==> config.mk <==
export PLATFORM = sky130hd
export DESIGN_NAME = textured_column_span_generator_core
export DESIGN_NICKNAME = d
export VERILOG_FILES = /design/src/rtl/tcsg_pkg.sv /design/src/rtl/tcsg_sequencer.sv /design/src/rtl/textured_column_span_generator_core.sv
export SDC_FILE = /design/constraint.sdc
export NUM_CORES = 1
export LEC_CHECK = 0
export BUFFER_PORTS_ARGS = -buffer_cell sky130_fd_sc_hd__clkbuf_2
export CAP_MARGIN = 10
export CORE_ASPECT_RATIO = 1.4
export CORE_UTILIZATION = 59
export CTS_CLUSTER_SIZE = 12
export DETAILED_ROUTE_END_ITERATION = 6
export HOLD_SLACK_MARGIN = 0.05
export PLACE_DENSITY = 0.79
export SLEW_MARGIN = 20
export SYNTH_ARGS = -nofsm -noshare
export SYNTH_HDL_FRONTEND = slang
export SYNTH_SLANG_ARGS = --single-unit
export TNS_END_PERCENT = 30
==> constraint.sdc <==
create_clock -name aclk -period 10.1 [get_ports aclk]
set_clock_uncertainty 0.15 [all_clocks]
set_input_delay 1.515 -clock aclk [delete_from_list [all_inputs] [get_ports aclk]]
set_output_delay 1.515 -clock aclk [all_outputs]
set_load 0.005 [all_outputs]
==> src/rtl/tcsg_pkg.sv <==
// Shared types, field widths, codes and the microcode program of the wall column span generator.
// Used by tcsg_sequencer and textured_column_span_generator_core; depends on nothing else.
`timescale 1ns / 1ps
`default_nettype none

package tcsg_pkg;

    // Field and register widths fixed by the interface.
    localparam int COLOUR_W = 32;
    localparam int ROWS_W   = 12;
    localparam int HOR_W    = 11;
    localparam int H_W      = 11;
    localparam int SPAN_W   = 13;
    localparam int TROW_W   = 10;
    localparam int TCOL_W   = 10;
    localparam int SRC_W    = 2;
    localparam int DATA_W   = 32;
    localparam int ADDR_W   = 5;
    localparam int IDX_W    = 3;

    // Internal arithmetic widths.
    localparam int TEX_MAX  = 1024;
    localparam int DIVR_W   = 13;
    localparam int FAC_W    = 15;
    localparam int MAG_W    = 14;
    localparam int CLS_W    = 15;

    // Register indexes.
    localparam logic [IDX_W-1:0] REG_CEILING    = 3'd0;
    localparam logic [IDX_W-1:0] REG_FLOOR      = 3'd1;
    localparam logic [IDX_W-1:0] REG_PLAIN      = 3'd2;
    localparam logic [IDX_W-1:0] REG_ROWS       = 3'd3;
    localparam logic [IDX_W-1:0] REG_HORIZON    = 3'd4;
    localparam logic [IDX_W-1:0] REG_TEX_HEIGHT = 3'd5;

    // Item kinds and pixel sources.
    localparam logic KIND_START = 1'b0;
    localparam logic KIND_PIXEL = 1'b1;

    localparam logic [SRC_W-1:0] SRC_CEILING = 2'd0;
    localparam logic [SRC_W-1:0] SRC_TEXTURE = 2'd1;
    localparam logic [SRC_W-1:0] SRC_PLAIN   = 2'd2;
    localparam logic [SRC_W-1:0] SRC_FLOOR   = 2'd3;

    // Microcode fields.
    localparam int UPC_W = 4;
    localparam int OP_W  = 4;
    localparam int CND_W = 4;

    localparam logic [OP_W-1:0] OP_NOP      = 4'd0;
    localparam logic [OP_W-1:0] OP_ACCEPT   = 4'd1;
    localparam logic [OP_W-1:0] OP_DIV_LOAD = 4'd2;
    localparam logic [OP_W-1:0] OP_DIV_STEP = 4'd3;
    localparam logic [OP_W-1:0] OP_MUL_LOAD = 4'd4;
    localparam logic [OP_W-1:0] OP_MUL_STEP = 4'd5;
    localparam logic [OP_W-1:0] OP_MUL_FIX  = 4'd6;
    localparam logic [OP_W-1:0] OP_CLEAR    = 4'd7;
    localparam logic [OP_W-1:0] OP_MOD_LOAD = 4'd8;
    localparam logic [OP_W-1:0] OP_MOD_STEP = 4'd9;
    localparam logic [OP_W-1:0] OP_EMIT     = 4'd10;

    localparam logic [CND_W-1:0] C_NEVER    = 4'd0;
    localparam logic [CND_W-1:0] C_ALWAYS   = 4'd1;
    localparam logic [CND_W-1:0] C_NO_BEAT  = 4'd2;
    localparam logic [CND_W-1:0] C_PIXEL    = 4'd3;
    localparam logic [CND_W-1:0] C_NO_SPAN  = 4'd4;
    localparam logic [CND_W-1:0] C_MORE     = 4'd5;
    localparam logic [CND_W-1:0] C_IDLE_COL = 4'd6;
    localparam logic [CND_W-1:0] C_NO_FETCH = 4'd7;
    localparam logic [CND_W-1:0] C_OUT_BUSY = 4'd8;

    // Program addresses.
    localparam logic [UPC_W-1:0] A_IDLE     = 4'd0;
    localparam logic [UPC_W-1:0] A_DISPATCH = 4'd1;
    localparam logic [UPC_W-1:0] A_START    = 4'd2;
    localparam logic [UPC_W-1:0] A_DIV      = 4'd3;
    localparam logic [UPC_W-1:0] A_MUL_LD   = 4'd4;
    localparam logic [UPC_W-1:0] A_MUL      = 4'd5;
    localparam logic [UPC_W-1:0] A_MUL_FIX  = 4'd6;
    localparam logic [UPC_W-1:0] A_ZERO     = 4'd7;
    localparam logic [UPC_W-1:0] A_PIX      = 4'd8;
    localparam logic [UPC_W-1:0] A_MOD_LD   = 4'd9;
    localparam logic [UPC_W-1:0] A_MOD      = 4'd10;
    localparam logic [UPC_W-1:0] A_EMIT     = 4'd11;
    localparam logic [UPC_W-1:0] A_DONE     = 4'd12;

    typedef struct packed {
        logic [OP_W-1:0]  op;
        logic [CND_W-1:0] cond;
        logic [UPC_W-1:0] target;
    } uword_t;

    typedef struct packed {
        logic no_beat;
        logic pixel;
        logic no_span;
        logic more;
        logic idle_col;
        logic no_fetch;
        logic out_busy;
    } flags_t;

    // The program. A step jumps to its target when its condition holds, else falls through.
    function automatic uword_t ucode(input logic [UPC_W-1:0] addr);
        uword_t w;
        case (addr)
            A_IDLE:     w = '{op: OP_ACCEPT,   cond: C_NO_BEAT,  target: A_IDLE};
            A_DISPATCH: w = '{op: OP_NOP,      cond: C_PIXEL,    target: A_PIX};
            A_START:    w = '{op: OP_DIV_LOAD, cond: C_NO_SPAN,  target: A_ZERO};
            A_DIV:      w = '{op: OP_DIV_STEP, cond: C_MORE,     target: A_DIV};
            A_MUL_LD:   w = '{op: OP_MUL_LOAD, cond: C_NEVER,    target: A_IDLE};
            A_MUL:      w = '{op: OP_MUL_STEP, cond: C_MORE,     target: A_MUL};
            A_MUL_FIX:  w = '{op: OP_MUL_FIX,  cond: C_ALWAYS,   target: A_IDLE};
            A_ZERO:     w = '{op: OP_CLEAR,    cond: C_ALWAYS,   target: A_IDLE};
            A_PIX:      w = '{op: OP_NOP,      cond: C_IDLE_COL, target: A_IDLE};
            A_MOD_LD:   w = '{op: OP_MOD_LOAD, cond: C_NO_FETCH, target: A_EMIT};
            A_MOD:      w = '{op: OP_MOD_STEP, cond: C_MORE,     target: A_MOD};
            A_EMIT:     w = '{op: OP_EMIT,     cond: C_OUT_BUSY, target: A_EMIT};
            A_DONE:     w = '{op: OP_NOP,      cond: C_ALWAYS,   target: A_IDLE};
            default:    w = '{op: OP_NOP,      cond: C_ALWAYS,   target: A_IDLE};
        endcase
        return w;
    endfunction

endpackage

`default_nettype wire

==> src/rtl/tcsg_sequencer.sv <==
// Microcode sequencer: step counter, program lookup and conditional jumps.
// Depends on tcsg_pkg for the control word, the condition flags and the program.
`timescale 1ns / 1ps
`default_nettype none

module tcsg_sequencer (
    input  wire logic            aclk,
    input  wire logic            aresetn,
    input  wire tcsg_pkg::flags_t flags,
    output tcsg_pkg::uword_t     uword
);

    logic [tcsg_pkg::UPC_W-1:0] upc_reg;
    logic [tcsg_pkg::UPC_W-1:0] upc_next;
    logic                       jump;

    assign uword = tcsg_pkg::ucode(upc_reg);

    always_comb begin
        case (uword.cond)
            tcsg_pkg::C_NEVER:    jump = 1'b0;
            tcsg_pkg::C_ALWAYS:   jump = 1'b1;
            tcsg_pkg::C_NO_BEAT:  jump = flags.no_beat;
            tcsg_pkg::C_PIXEL:    jump = flags.pixel;
            tcsg_pkg::C_NO_SPAN:  jump = flags.no_span;
            tcsg_pkg::C_MORE:     jump = flags.more;
            tcsg_pkg::C_IDLE_COL: jump = flags.idle_col;
            tcsg_pkg::C_NO_FETCH: jump = flags.no_fetch;
            tcsg_pkg::C_OUT_BUSY: jump = flags.out_busy;
            default:              jump = 1'b1;
        endcase
        upc_next = jump ? uword.target : upc_reg + 1'b1;
    end

    always_ff @(posedge aclk) begin
        if (!aresetn) begin
            upc_reg <= tcsg_pkg::A_IDLE;
        end else begin
            upc_reg <= upc_next;
        end
    end

endmodule

`default_nettype wire

==> src/rtl/textured_column_span_generator_core.sv <==
// Top level of the wall column span generator: APB registers, datapath and output register.
// Depends on tcsg_pkg and tcsg_sequencer.
`timescale 1ns / 1ps
`default_nettype none

// A start beat loads one screen column and computes the texture step and start position
// with a bit-serial divider and a shift-add multiplier, in FRAC_BITS + 11 divide iterations
// and 14 multiply iterations, both skipped when the wall span is empty or the texture
// height is zero. Each pixel beat then yields one output beat for the next row; textured
// wall rows first run 25 remainder iterations to produce the texel row. A pixel beat with
// no column loaded yields nothing. Only one beat is in work at a time; a finished pixel
// waits in the output register while m_ready stays low.
module textured_column_span_generator_core #(
    parameter int ROW_BITS  = 11,
    parameter int COL_BITS  = 11,
    parameter int FRAC_BITS = 16
) (
    input  wire logic                                 aclk,
    input  wire logic                                 aresetn,

    input  wire logic                                 psel,
    input  wire logic                                 penable,
    input  wire logic                                 pwrite,
    input  wire logic [tcsg_pkg::ADDR_W-1:0]          paddr,
    input  wire logic [tcsg_pkg::DATA_W-1:0]          pwdata,
    output logic      [tcsg_pkg::DATA_W-1:0]          prdata,
    output logic                                      pready,

    input  wire logic                                 s_valid,
    output logic                                      s_ready,
    input  wire logic                                 s_kind,
    input  wire logic [COL_BITS-1:0]                  s_column,
    input  wire logic signed [tcsg_pkg::SPAN_W-1:0]   s_wall_top,
    input  wire logic signed [tcsg_pkg::SPAN_W-1:0]   s_wall_bottom,
    input  wire logic [tcsg_pkg::TCOL_W-1:0]          s_texture_column,
    input  wire logic                                 s_textured,

    output logic                                      m_valid,
    input  wire logic                                 m_ready,
    output logic      [COL_BITS-1:0]                  m_pixel_column,
    output logic      [ROW_BITS-1:0]                  m_pixel_row,
    output logic      [tcsg_pkg::SRC_W-1:0]           m_source,
    output logic      [tcsg_pkg::COLOUR_W-1:0]        m_colour,
    output logic      [tcsg_pkg::TROW_W-1:0]          m_texel_row,
    output logic      [tcsg_pkg::TCOL_W-1:0]          m_texel_column,
    output logic                                      m_last
);

    localparam int STEP_W = FRAC_BITS + tcsg_pkg::H_W;
    localparam int POS_W  = STEP_W + tcsg_pkg::FAC_W;
    localparam int TI_W   = POS_W - 1 - FRAC_BITS;
    localparam int SH_W   = (STEP_W > TI_W) ? STEP_W : TI_W;
    localparam int CNT_W  = $clog2(SH_W + 1);
    localparam int RW     = (ROW_BITS + 1 > tcsg_pkg::ROWS_W) ? ROW_BITS + 1 : tcsg_pkg::ROWS_W;

    // Configuration registers.
    logic [tcsg_pkg::COLOUR_W-1:0] ceiling_reg, floor_reg, plain_reg;
    logic [tcsg_pkg::ROWS_W-1:0]   rows_reg;
    logic [tcsg_pkg::HOR_W-1:0]    horizon_reg;
    logic [tcsg_pkg::H_W-1:0]      tex_height_reg;
    logic                          cfg_write;
    logic [tcsg_pkg::IDX_W-1:0]    cfg_index;

    // Column state.
    logic                               active_reg, active_next;
    logic [ROW_BITS-1:0]                row_reg, row_next;
    logic                               kind_reg, kind_next;
    logic [COL_BITS-1:0]                column_reg, column_next;
    logic signed [tcsg_pkg::SPAN_W-1:0] top_reg, top_next;
    logic signed [tcsg_pkg::SPAN_W-1:0] bottom_reg, bottom_next;
    logic [tcsg_pkg::TCOL_W-1:0]        texcol_reg, texcol_next;
    logic                               textured_reg, textured_next;
    logic [STEP_W-1:0]                  step_reg, step_next;
    logic signed [POS_W-1:0]            pos_reg, pos_next;

    // Shared shift-subtract and shift-add unit.
    logic [SH_W-1:0]                    shift_reg, shift_next;
    logic [tcsg_pkg::DIVR_W-1:0]        rem_reg, rem_next;
    logic [tcsg_pkg::DIVR_W-1:0]        divisor_reg, divisor_next;
    logic [CNT_W-1:0]                   cnt_reg, cnt_next;
    logic                               neg_reg, neg_next;

    // Output register.
    logic                               m_valid_reg, m_valid_next;
    logic [COL_BITS-1:0]                m_column_reg, m_column_next;
    logic [ROW_BITS-1:0]                m_row_reg, m_row_next;
    logic [tcsg_pkg::SRC_W-1:0]         m_source_reg, m_source_next;
    logic [tcsg_pkg::COLOUR_W-1:0]      m_colour_reg, m_colour_next;
    logic [tcsg_pkg::TROW_W-1:0]        m_trow_reg, m_trow_next;
    logic [tcsg_pkg::TCOL_W-1:0]        m_tcol_reg, m_tcol_next;
    logic                               m_last_reg, m_last_next;

    // Derived values.
    tcsg_pkg::uword_t                   uword;
    tcsg_pkg::flags_t                   flags;
    logic [tcsg_pkg::H_W-1:0]           h_eff;
    logic [RW-1:0]                      rows_raw, rows_lim, rows_eff;
    logic                               last_row;
    logic signed [tcsg_pkg::SPAN_W:0]   span;
    logic                               span_pos;
    logic signed [tcsg_pkg::FAC_W-1:0]  top_clip, fac;
    logic [tcsg_pkg::FAC_W-1:0]         fac_abs;
    logic signed [tcsg_pkg::CLS_W-1:0]  row_x, top_x, bottom_x;
    logic                               is_floor, is_ceil, is_wall;
    logic [tcsg_pkg::DIVR_W:0]          trial, trial_diff;
    logic                               trial_ge;
    logic [STEP_W-1:0]                  dividend;
    logic signed [POS_W-1:0]            step_ext;
    logic [POS_W-1:0]                   abs_pos;
    logic [tcsg_pkg::DIVR_W-1:0]        h_ext, texel_full;
    logic                               out_busy;

    // ---------------------------------------------------------------- configuration port
    assign pready    = 1'b1;
    assign cfg_write = psel && penable && pwrite;
    assign cfg_index = paddr[tcsg_pkg::ADDR_W-1:2];

    always_comb begin
        case (cfg_index)
            tcsg_pkg::REG_CEILING:    prdata = ceiling_reg;
            tcsg_pkg::REG_FLOOR:      prdata = floor_reg;
            tcsg_pkg::REG_PLAIN:      prdata = plain_reg;
            tcsg_pkg::REG_ROWS:       prdata = tcsg_pkg::DATA_W'(rows_reg);
            tcsg_pkg::REG_HORIZON:    prdata = tcsg_pkg::DATA_W'(horizon_reg);
            tcsg_pkg::REG_TEX_HEIGHT: prdata = tcsg_pkg::DATA_W'(tex_height_reg);
            default:                  prdata = '0;
        endcase
    end

    always_ff @(posedge aclk) begin
        if (!aresetn) begin
            ceiling_reg    <= '0;
            floor_reg      <= '0;
            plain_reg      <= 32'h00FF_0000;
            rows_reg       <= 12'd480;
            horizon_reg    <= 11'd240;
            tex_height_reg <= 11'd64;
        end else if (cfg_write) begin
            case (cfg_index)
                tcsg_pkg::REG_CEILING:    ceiling_reg    <= pwdata;
                tcsg_pkg::REG_FLOOR:      floor_reg      <= pwdata;
                tcsg_pkg::REG_PLAIN:      plain_reg      <= pwdata;
                tcsg_pkg::REG_ROWS:       rows_reg       <= pwdata[tcsg_pkg::ROWS_W-1:0];
                tcsg_pkg::REG_HORIZON:    horizon_reg    <= pwdata[tcsg_pkg::HOR_W-1:0];
                tcsg_pkg::REG_TEX_HEIGHT: tex_height_reg <= pwdata[tcsg_pkg::H_W-1:0];
                default: ;
            endcase
        end
    end

    // ---------------------------------------------------------------- sequencer
    tcsg_sequencer u_seq (
        .aclk    (aclk),
        .aresetn (aresetn),
        .flags   (flags),
        .uword   (uword)
    );

    // ---------------------------------------------------------------- derived values
    assign h_eff = (tex_height_reg > tcsg_pkg::H_W'(tcsg_pkg::TEX_MAX))
                 ? tcsg_pkg::H_W'(tcsg_pkg::TEX_MAX) : tex_height_reg;

    assign rows_raw = RW'(rows_reg);
    assign rows_lim = RW'(1) << ROW_BITS;
    assign rows_eff = (rows_raw == '0) ? RW'(1)
                    : ((rows_raw > rows_lim) ? rows_lim : rows_raw);
    assign last_row = (RW'(row_reg) + RW'(1)) >= rows_eff;

    assign span     = {bottom_reg[tcsg_pkg::SPAN_W-1], bottom_reg}
                    - {top_reg[tcsg_pkg::SPAN_W-1], top_reg};
    assign span_pos = !span[tcsg_pkg::SPAN_W] && (span != '0);

    // The start position folds the advance to row 0 into the factor: a wall that begins
    // above the screen starts its count at row 0 instead of at its top.
    assign top_clip = top_reg[tcsg_pkg::SPAN_W-1] ? '0
                    : $signed({{(tcsg_pkg::FAC_W - tcsg_pkg::SPAN_W){1'b0}}, top_reg});
    assign fac      = top_clip
                    - $signed({{(tcsg_pkg::FAC_W - tcsg_pkg::HOR_W){1'b0}}, horizon_reg})
                    + $signed({{(tcsg_pkg::FAC_W - tcsg_pkg::SPAN_W - 1){span[tcsg_pkg::SPAN_W]}},
                               span >>> 1});
    assign fac_abs  = fac[tcsg_pkg::FAC_W-1] ? -fac : fac;

    assign row_x    = $signed({{(tcsg_pkg::CLS_W - ROW_BITS){1'b0}}, row_reg});
    assign top_x    = $signed({{(tcsg_pkg::CLS_W - tcsg_pkg::SPAN_W){top_reg[tcsg_pkg::SPAN_W-1]}},
                               top_reg});
    assign bottom_x = $signed({{(tcsg_pkg::CLS_W - tcsg_pkg::SPAN_W){bottom_reg[tcsg_pkg::SPAN_W-1]}},
                               bottom_reg});
    assign is_floor = row_x >= bottom_x;
    assign is_ceil  = !is_floor && (row_x < top_x);
    assign is_wall  = !is_floor && !is_ceil;

    assign trial      = {rem_reg, shift_reg[SH_W-1]};
    assign trial_diff = trial - {1'b0, divisor_reg};
    assign trial_ge   = trial >= {1'b0, divisor_reg};

    assign dividend = STEP_W'(h_eff) << FRAC_BITS;
    assign step_ext = $signed(POS_W'(step_reg));
    assign abs_pos  = pos_reg[POS_W-1] ? -pos_reg : pos_reg;

    // The position is truncated toward zero, so a negative one takes the complement of its
    // remainder to land in the texture.
    assign h_ext      = {{(tcsg_pkg::DIVR_W - tcsg_pkg::H_W){1'b0}}, h_eff};
    assign texel_full = (h_eff == '0) ? '0
                      : ((neg_reg && rem_reg != '0) ? h_ext - rem_reg : rem_reg);

    assign out_busy = m_valid_reg && !m_ready;

    assign flags.no_beat  = !s_valid;
    assign flags.pixel    = (kind_reg == tcsg_pkg::KIND_PIXEL);
    assign flags.no_span  = !span_pos || (h_eff == '0);
    assign flags.more     = (cnt_reg != CNT_W'(1));
    assign flags.idle_col = !active_reg;
    assign flags.no_fetch = !(is_wall && textured_reg);
    assign flags.out_busy = out_busy;

    assign s_ready = (uword.op == tcsg_pkg::OP_ACCEPT);

    // ---------------------------------------------------------------- datapath
    always_comb begin
        active_next   = active_reg;
        row_next      = row_reg;
        kind_next     = kind_reg;
        column_next   = column_reg;
        top_next      = top_reg;
        bottom_next   = bottom_reg;
        texcol_next   = texcol_reg;
        textured_next = textured_reg;
        step_next     = step_reg;
        pos_next      = pos_reg;
        shift_next    = shift_reg;
        rem_next      = rem_reg;
        divisor_next  = divisor_reg;
        cnt_next      = cnt_reg;
        neg_next      = neg_reg;

        m_valid_next  = m_valid_reg && !m_ready;
        m_column_next = m_column_reg;
        m_row_next    = m_row_reg;
        m_source_next = m_source_reg;
        m_colour_next = m_colour_reg;
        m_trow_next   = m_trow_reg;
        m_tcol_next   = m_tcol_reg;
        m_last_next   = m_last_reg;

        case (uword.op)
            tcsg_pkg::OP_ACCEPT: begin
                if (s_valid) begin
                    kind_next = s_kind;
                    if (s_kind == tcsg_pkg::KIND_START) begin
                        column_next   = s_column;
                        top_next      = s_wall_top;
                        bottom_next   = s_wall_bottom;
                        texcol_next   = s_texture_column;
                        textured_next = s_textured;
                        row_next      = '0;
                        active_next   = 1'b1;
                    end
                end
            end
            tcsg_pkg::OP_DIV_LOAD: begin
                shift_next   = SH_W'(dividend) << (SH_W - STEP_W);
                rem_next     = '0;
                divisor_next = span[tcsg_pkg::DIVR_W-1:0];
                cnt_next     = CNT_W'(STEP_W);
            end
            tcsg_pkg::OP_DIV_STEP, tcsg_pkg::OP_MOD_STEP: begin
                rem_next   = trial_ge ? trial_diff[tcsg_pkg::DIVR_W-1:0]
                                      : trial[tcsg_pkg::DIVR_W-1:0];
                shift_next = {shift_reg[SH_W-2:0], trial_ge};
                cnt_next   = cnt_reg - 1'b1;
            end
            tcsg_pkg::OP_MUL_LOAD: begin
                step_next  = shift_reg[STEP_W-1:0];
                shift_next = SH_W'(fac_abs[tcsg_pkg::MAG_W-1:0]) << (SH_W - tcsg_pkg::MAG_W);
                pos_next   = '0;
                neg_next   = fac[tcsg_pkg::FAC_W-1];
                cnt_next   = CNT_W'(tcsg_pkg::MAG_W);
            end
            tcsg_pkg::OP_MUL_STEP: begin
                pos_next   = (pos_reg <<< 1) + (shift_reg[SH_W-1] ? step_ext : '0);
                shift_next = shift_reg << 1;
                cnt_next   = cnt_reg - 1'b1;
            end
            tcsg_pkg::OP_MUL_FIX: begin
                if (neg_reg) begin
                    pos_next = -pos_reg;
                end
            end
            tcsg_pkg::OP_CLEAR: begin
                step_next = '0;
                pos_next  = '0;
            end
            tcsg_pkg::OP_MOD_LOAD: begin
                shift_next   = SH_W'(abs_pos[POS_W-2:FRAC_BITS]) << (SH_W - TI_W);
                rem_next     = '0;
                divisor_next = h_ext;
                neg_next     = pos_reg[POS_W-1];
                cnt_next     = CNT_W'(TI_W);
            end
            tcsg_pkg::OP_EMIT: begin
                if (!out_busy) begin
                    m_valid_next  = 1'b1;
                    m_column_next = column_reg;
                    m_row_next    = row_reg;
                    m_last_next   = last_row;
                    m_trow_next   = '0;
                    m_tcol_next   = '0;
                    if (is_floor) begin
                        m_source_next = tcsg_pkg::SRC_FLOOR;
                        m_colour_next = floor_reg;
                    end else if (is_ceil) begin
                        m_source_next = tcsg_pkg::SRC_CEILING;
                        m_colour_next = ceiling_reg;
                    end else begin
                        if (textured_reg) begin
                            m_source_next = tcsg_pkg::SRC_TEXTURE;
                            m_colour_next = '0;
                            m_trow_next   = texel_full[tcsg_pkg::TROW_W-1:0];
                            m_tcol_next   = texcol_reg;
                        end else begin
                            m_source_next = tcsg_pkg::SRC_PLAIN;
                            m_colour_next = plain_reg;
                        end
                        pos_next = pos_reg + step_ext;
                    end
                    if (last_row) begin
                        active_next = 1'b0;
                        row_next    = '0;
                    end else begin
                        row_next = row_reg + 1'b1;
                    end
                end
            end
            default: ;
        endcase
    end

    always_ff @(posedge aclk) begin
        if (!aresetn) begin
            active_reg  <= 1'b0;
            row_reg     <= '0;
            m_valid_reg <= 1'b0;
        end else begin
            active_reg  <= active_next;
            row_reg     <= row_next;
            m_valid_reg <= m_valid_next;
        end
    end

    always_ff @(posedge aclk) begin
        kind_reg      <= kind_next;
        column_reg    <= column_next;
        top_reg       <= top_next;
        bottom_reg    <= bottom_next;
        texcol_reg    <= texcol_next;
        textured_reg  <= textured_next;
        step_reg      <= step_next;
        pos_reg       <= pos_next;
        shift_reg     <= shift_next;
        rem_reg       <= rem_next;
        divisor_reg   <= divisor_next;
        cnt_reg       <= cnt_next;
        neg_reg       <= neg_next;
        m_column_reg  <= m_column_next;
        m_row_reg     <= m_row_next;
        m_source_reg  <= m_source_next;
        m_colour_reg  <= m_colour_next;
        m_trow_reg    <= m_trow_next;
        m_tcol_reg    <= m_tcol_next;
        m_last_reg    <= m_last_next;
    end

    assign m_valid        = m_valid_reg;
    assign m_pixel_column = m_column_reg;
    assign m_pixel_row    = m_row_reg;
    assign m_source       = m_source_reg;
    assign m_colour       = m_colour_reg;
    assign m_texel_row    = m_trow_reg;
    assign m_texel_column = m_tcol_reg;
    assign m_last         = m_last_reg;

endmodule

`default_nettype wire

# Word level (Yosys, flattened, before mapping)
# Memories as Yosys holds them, arrays and structs flattened. A register that Yosys moved wholly into a read port is not among the register bits.
# Index checks and enable logic that the tools add are counted.
dict set report totals {
  register_bits 401
  latch_bits 0
  mem_bits_rw 0
  rom_bits 192
  in_bits 93
  wordCells 172
  memories 1
}
# name words width rd rd_clocked_by_memory_dff wr line
set memory_table {}
lappend memory_table {{(no name shown)} 16 12 1 1 0 tcsg_pkg.sv:106} ;# case (addr)
dict set report op_classes {
  add_sub_neg 13
  n_mul 0
  div 0
  order_cmp 6
  eq_ne 30
  shifts 0
  mux 40
  n_bitwise 3
  reduce_logical 49
}
# cell count
set op_table {}
lappend op_table {{32-bit case mux with 6 select lines} 1}
lappend op_table {{42-bit 2-to-1 mux} 4}
lappend op_table {{42-bit case mux with 4 select lines} 1}
lappend op_table {{27-bit case mux with 5 select lines} 1}
lappend op_table {{32-bit 2-to-1 mux} 3}
lappend op_table {{11-bit 2-to-1 mux} 5}
lappend op_table {{27-bit case mux with 2 select lines} 1}
lappend op_table {{13-bit case mux with 2 select lines} 2}
lappend op_table {{42-bit by 27-bit adder with 42-bit output} 1}
lappend op_table {{42-bit by 28-bit adder with 42-bit output} 1}
lappend op_table {{42-bit negator} 1}
lappend op_table {{41-bit 2-to-1 mux} 1}
lappend op_table {{12-bit 2-to-1 mux} 3}
lappend op_table {{4-bit by 3-bit == test with 1-bit output, second input constant} 8}
lappend op_table {{27-bit 2-to-1 mux} 1}
lappend op_table {{11-bit case mux with 2 select lines} 1}
lappend op_table {{5-bit case mux with 4 select lines} 1}
lappend op_table {{4-bit by 2-bit == test with 1-bit output, second input constant} 4}
lappend op_table {{4-bit == test, second input constant} 4}
lappend op_table {{2-bit AND reduction} 8}
lappend op_table {{13-bit by 13-bit adder with 14-bit output} 1}
lappend op_table {{14-bit by 13-bit >= comparator with 1-bit output} 1}
lappend op_table {{14-bit 2-to-1 mux} 1}
lappend op_table {{2-bit inequality test, second input constant} 7}
lappend op_table {{other kinds (45)} 79}

# Logic depth before layout (Yosys ltp)
dict set report depth {
  ltp_word 10
  ltp_mapped 22
}

# Hierarchy
# A second synthesis with hierarchy kept.
dict set report hier_totals {
  cells_unflattened 2850
  hier_area_um2 25963.7
}
# module instances cells_per_inst area_each_um2
set by_module_without_submodules {}
lappend by_module_without_submodules {textured_column_span_generator_core 1 2764 25106.6}
lappend by_module_without_submodules {tcsg_sequencer 1 86 857.1}

# Worst setup path after synthesis
# OpenSTA, ideal clock, no wires.
dict set report synth_timing {
  kind {in2reg}
  start {input m_ready}
  end {register pos_reg[0], enable pin}
  setup_ns 0.455
  arrival_ns 7.410
  required_time_ns 9.495
  path_slack_ns 2.085
  cell_stages 4
  path_buffers 0
  cell_sequence {nor2b_1 -> nor2_1 -> a31oi_1 -> a21oi_1}
}
dict set report synth_between {
  elab_chain_cells 4
}
# element line
set synth_lines {}
lappend synth_lines {{start, declared} textured_column_span_generator_core.sv:39} ;# input wire logic m_ready,
lappend synth_lines {{1-bit zero test} textured_column_span_generator_core.sv:206} ;# assign out_busy = m_valid_reg && !m_ready;
lappend synth_lines {{1-bit logical AND} textured_column_span_generator_core.sv:206}
lappend synth_lines {{2-bit inequality test (no line)} -}
lappend synth_lines {{5-bit AND reduction (no line)} -}
lappend synth_lines {{end signal, assigned} textured_column_span_generator_core.sv:358} ;# pos_reg <= pos_next;
lappend synth_lines {{end, declared} textured_column_span_generator_core.sv:74} ;# logic signed [POS_W-1:0] pos_reg, pos_next;
# No other way between the ends.
# A chain may end at the register's enable or synchronous reset.

# Worst setup path in the final report
dict set report layout_timing {
  start {input paddr[2] (netlist bit)}
  end {output prdata[20] (netlist bit)}
}
dict set report layout_between {
  elab_chain_cells 2
  elab_cells_between_ends 7
}
# element line
set layout_lines {}
lappend layout_lines {{start, declared} textured_column_span_generator_core.sv:24} ;# input wire logic [tcsg_pkg::ADDR_W-1:0] paddr,
lappend layout_lines {{3-bit == test (tied with other cells)} textured_column_span_generator_core.sv:119} ;# case (cfg_index)
lappend layout_lines {{32-bit case mux with 6 select lines (*)} textured_column_span_generator_core.sv:119}
lappend layout_lines {{end, declared} textured_column_span_generator_core.sv:26} ;# output logic [tcsg_pkg::DATA_W-1:0] prdata,
# Mark *: on every way between the ends. The rest lies on a longest branch, timed or not.

==> out/qor.yml <==
status: "completed"
cpPeakStageDelay_ps: 1000
ios: 205
slew_violations: 0
yosysMostFrequentCell: "nand2_1"
cp_slowest_cell: "nor2_2"
post-cts-setup-buffers: 0
viasPerCell: 6.318
critical_path_depth: 7
leakage_nw: 11.41
path_buf_inv: 4
ys_top_cells_by_count: "399 x nand2_1, 315 x a21oi_1, 254 x edfxtp_1"
start_util: 0.5986
vias: 22790
dr.pass1.iters: 6
root_buffer: "clkbuf_16"
drive_gt1_frac: 0.1103
largest_reg_flops: 42
worst_pin_slew_ps: 1159
finalSetupTns_ps: 0
antenna_left: 0
powerDensity_nw_per_um2: 222.1
ctsHoldBuffers: 0
setup_viol: 0
seq_area_frac_synth: 0.4187
slew_headroom: 0.2207
die_w_um: 178.8
cts_tree: "done"
cts_resized: 0
crit_family: "buffers and inverters"
max_freq_mhz: 170.8
core_area_um2: 43130
rsz0062_at_grt: "no"
synth_edf_count: 254
syn-cell-area_um2: 25820
grt_max_degree: 72
synth_top_area_frac: 0.2954
synth_largest_area_cell: "edfxtp_1"
synthCells: 2891
io_buffers: 201
clk_path_buf_depth: 3
fp.dieH_um: 249.5
htree_levels: 2
route.detailed.drc: 0
synth_fp_nets: 3145
nNetsFinal: 3275
gp_congestion: 0.9519
crit_path_start_kind: "input pin"
area_growth_pct: 11.22
rows: 90
ys_ff_latch: 413
grt_pass1_vias: 21990
antenna_found_initial: 0
rr_worst_depth: 20
drt_iter0_markers: 1916
grt_pass1_wl_um: 114100
crit_arrival_ps: 4190
critical_path_class: "input pin to output pin"
synth-async-reset-ratio: 0
holdWs_ps: 268.2
clk_pin_slew_ps: 60
synth_cell_types: 89
grt_use_total: 0.3250
synthFlopType: "edfxtp_1"
dpl.hpwl_um: 51880
numClockSinks: 413
worstPathCellList: "clkbuf_2 -> buf_4 -> clkinv_1 -> nor2_2 -> a21oi_1 -> nor2_1 -> clkbuf_2"
hold_depth: 0
hold_class: "register to register"
finalCritPeriodShare: 0.5797
avgSynthCellArea_um2: 8.931
grt_overflow_total: 0
clock_latency_ps: 580
hold_viol: 0
ir_worst_vdd_v: 0.0001521
wirelength_um: 74250
fin_crit_ps: 5855
cpMostUsedCell: "clkbuf_2"
synthTopCellsByArea: "edfxtp_1 30%, dfxtp_1 12%, ha_1 7.5%"
end_kind: "output pin"
numCtsBuffers: 43
wl_per_cell_um: 20.59
antenna_cells: 0
cp.required_ps: 8440
die-area_um2: 44610
cp_max_fo: 53
max-cap-violations: 0
ys_warn_count: 0
## area by class of cell
cell class	count	area (um^2)
timing repair buffer	236	1276
clock inverter	12	226.5
sequential	413	10810
multi-input combinational	2205	14050
fill	3500	14410
tap	552	690.7
inverter	122	459.2
clock buffer	67	1206
## stage by stage
step	utilization	power (mW)	instance area [um^2]	worst slack, ps	instances
floorplan	-	4.096	25820	2085	2891
global placement	0.6322	4.627	27270	4398	3527
detailed placement	0.6323	4.716	27270	4405	3527
CTS	0.6655	6.351	28700	4408	3606
global route	0.6658	6.684	28720	4209	3607
finish	0.6658	6.378	28720	4245	3607
## layer usage
layer  vias to the layer above  wire [um]  global-route usage
li1                      10620          -                   -
met1                     10870      27320              0.3721
met2                      1021      37830              0.5683
met3                       271       4627             0.04068
met4                         0       4470              0.1978
met5                         -          0                   0
## path summary, 6_finish.rpt
| check | from | endpoint | slack, ps |
|---|---|---|---|
| worst max-delay path | paddr[2] | prdata[20] | 4250 |
| worst min register to register | column_reg[4] | m_pixel_column[4] | 270 |
| worst max register to register | top_reg[12] | shift_reg[17] | 4660 |
| worst min-delay path | column_reg[4] | m_pixel_column[4] | 270 |
## report_power, final
group | total [mW] | switching, mW | internal (mW)
Combinational | 2.44 | 1.47 | 0.971
Sequential | 2.31 | 0.183 | 2.12
Clock | 1.63 | 0.694 | 0.936
## layout by cell type, fill, tap and decap left out, types with 31 or more instances in the layout
cell       instances
nand2_1          399
a21oi_1          314
edfxtp_1         254
nor2_1           232
clkbuf_2         201
dfxtp_1          159
ha_1             154
o21ai_0          123
inv_1            120
xnor2_1          113
and2_1            73
a21o_1            64
nand3_1           64
xor2_1            63
mux2i_1           63
nor3_1            44
clkbuf_16         43
nor3b_1           38
nor2b_1           37
buf_4             34
and3_1            31
## cells by family (layout without fill, tap and decap cells)
family | count (synthesis) | in the layout | synth area share
AO/OA/AOI/OAI | 753 | 753 | 0.1821
other | 1 | 1 | 0.0001452
adder cells (fa/ha/maj) | 162 | 162 | 0.08045
flip-flops | 413 | 413 | 0.4187
XOR/XNOR | 177 | 177 | 0.06033
multiplexers | 66 | 66 | 0.02627
AND/OR/NAND/NOR | 1046 | 1046 | 0.1919
buffers and inverters | 273 | 437 | 0.04013
## worst reg2reg max path: stages, from the launching register on
cell	delay, ps
edfxtp_1	590
inv_1	220
nand2_1	190
inv_1	60
ha_1	260
nor2b_1	140
o31ai_1	510
nand2b_1	140
a21oi_1	210
xnor2_1	140
ha_1	300
o21a_1	130
o21a_1	170
o22ai_1	220
nor2_1	90
a211oi_1	440
o211ai_1	220
a41o_1	450
a31oi_1	270
xnor2_1	140
o21ai_0	110
Power figures use the tool's default switching activity.
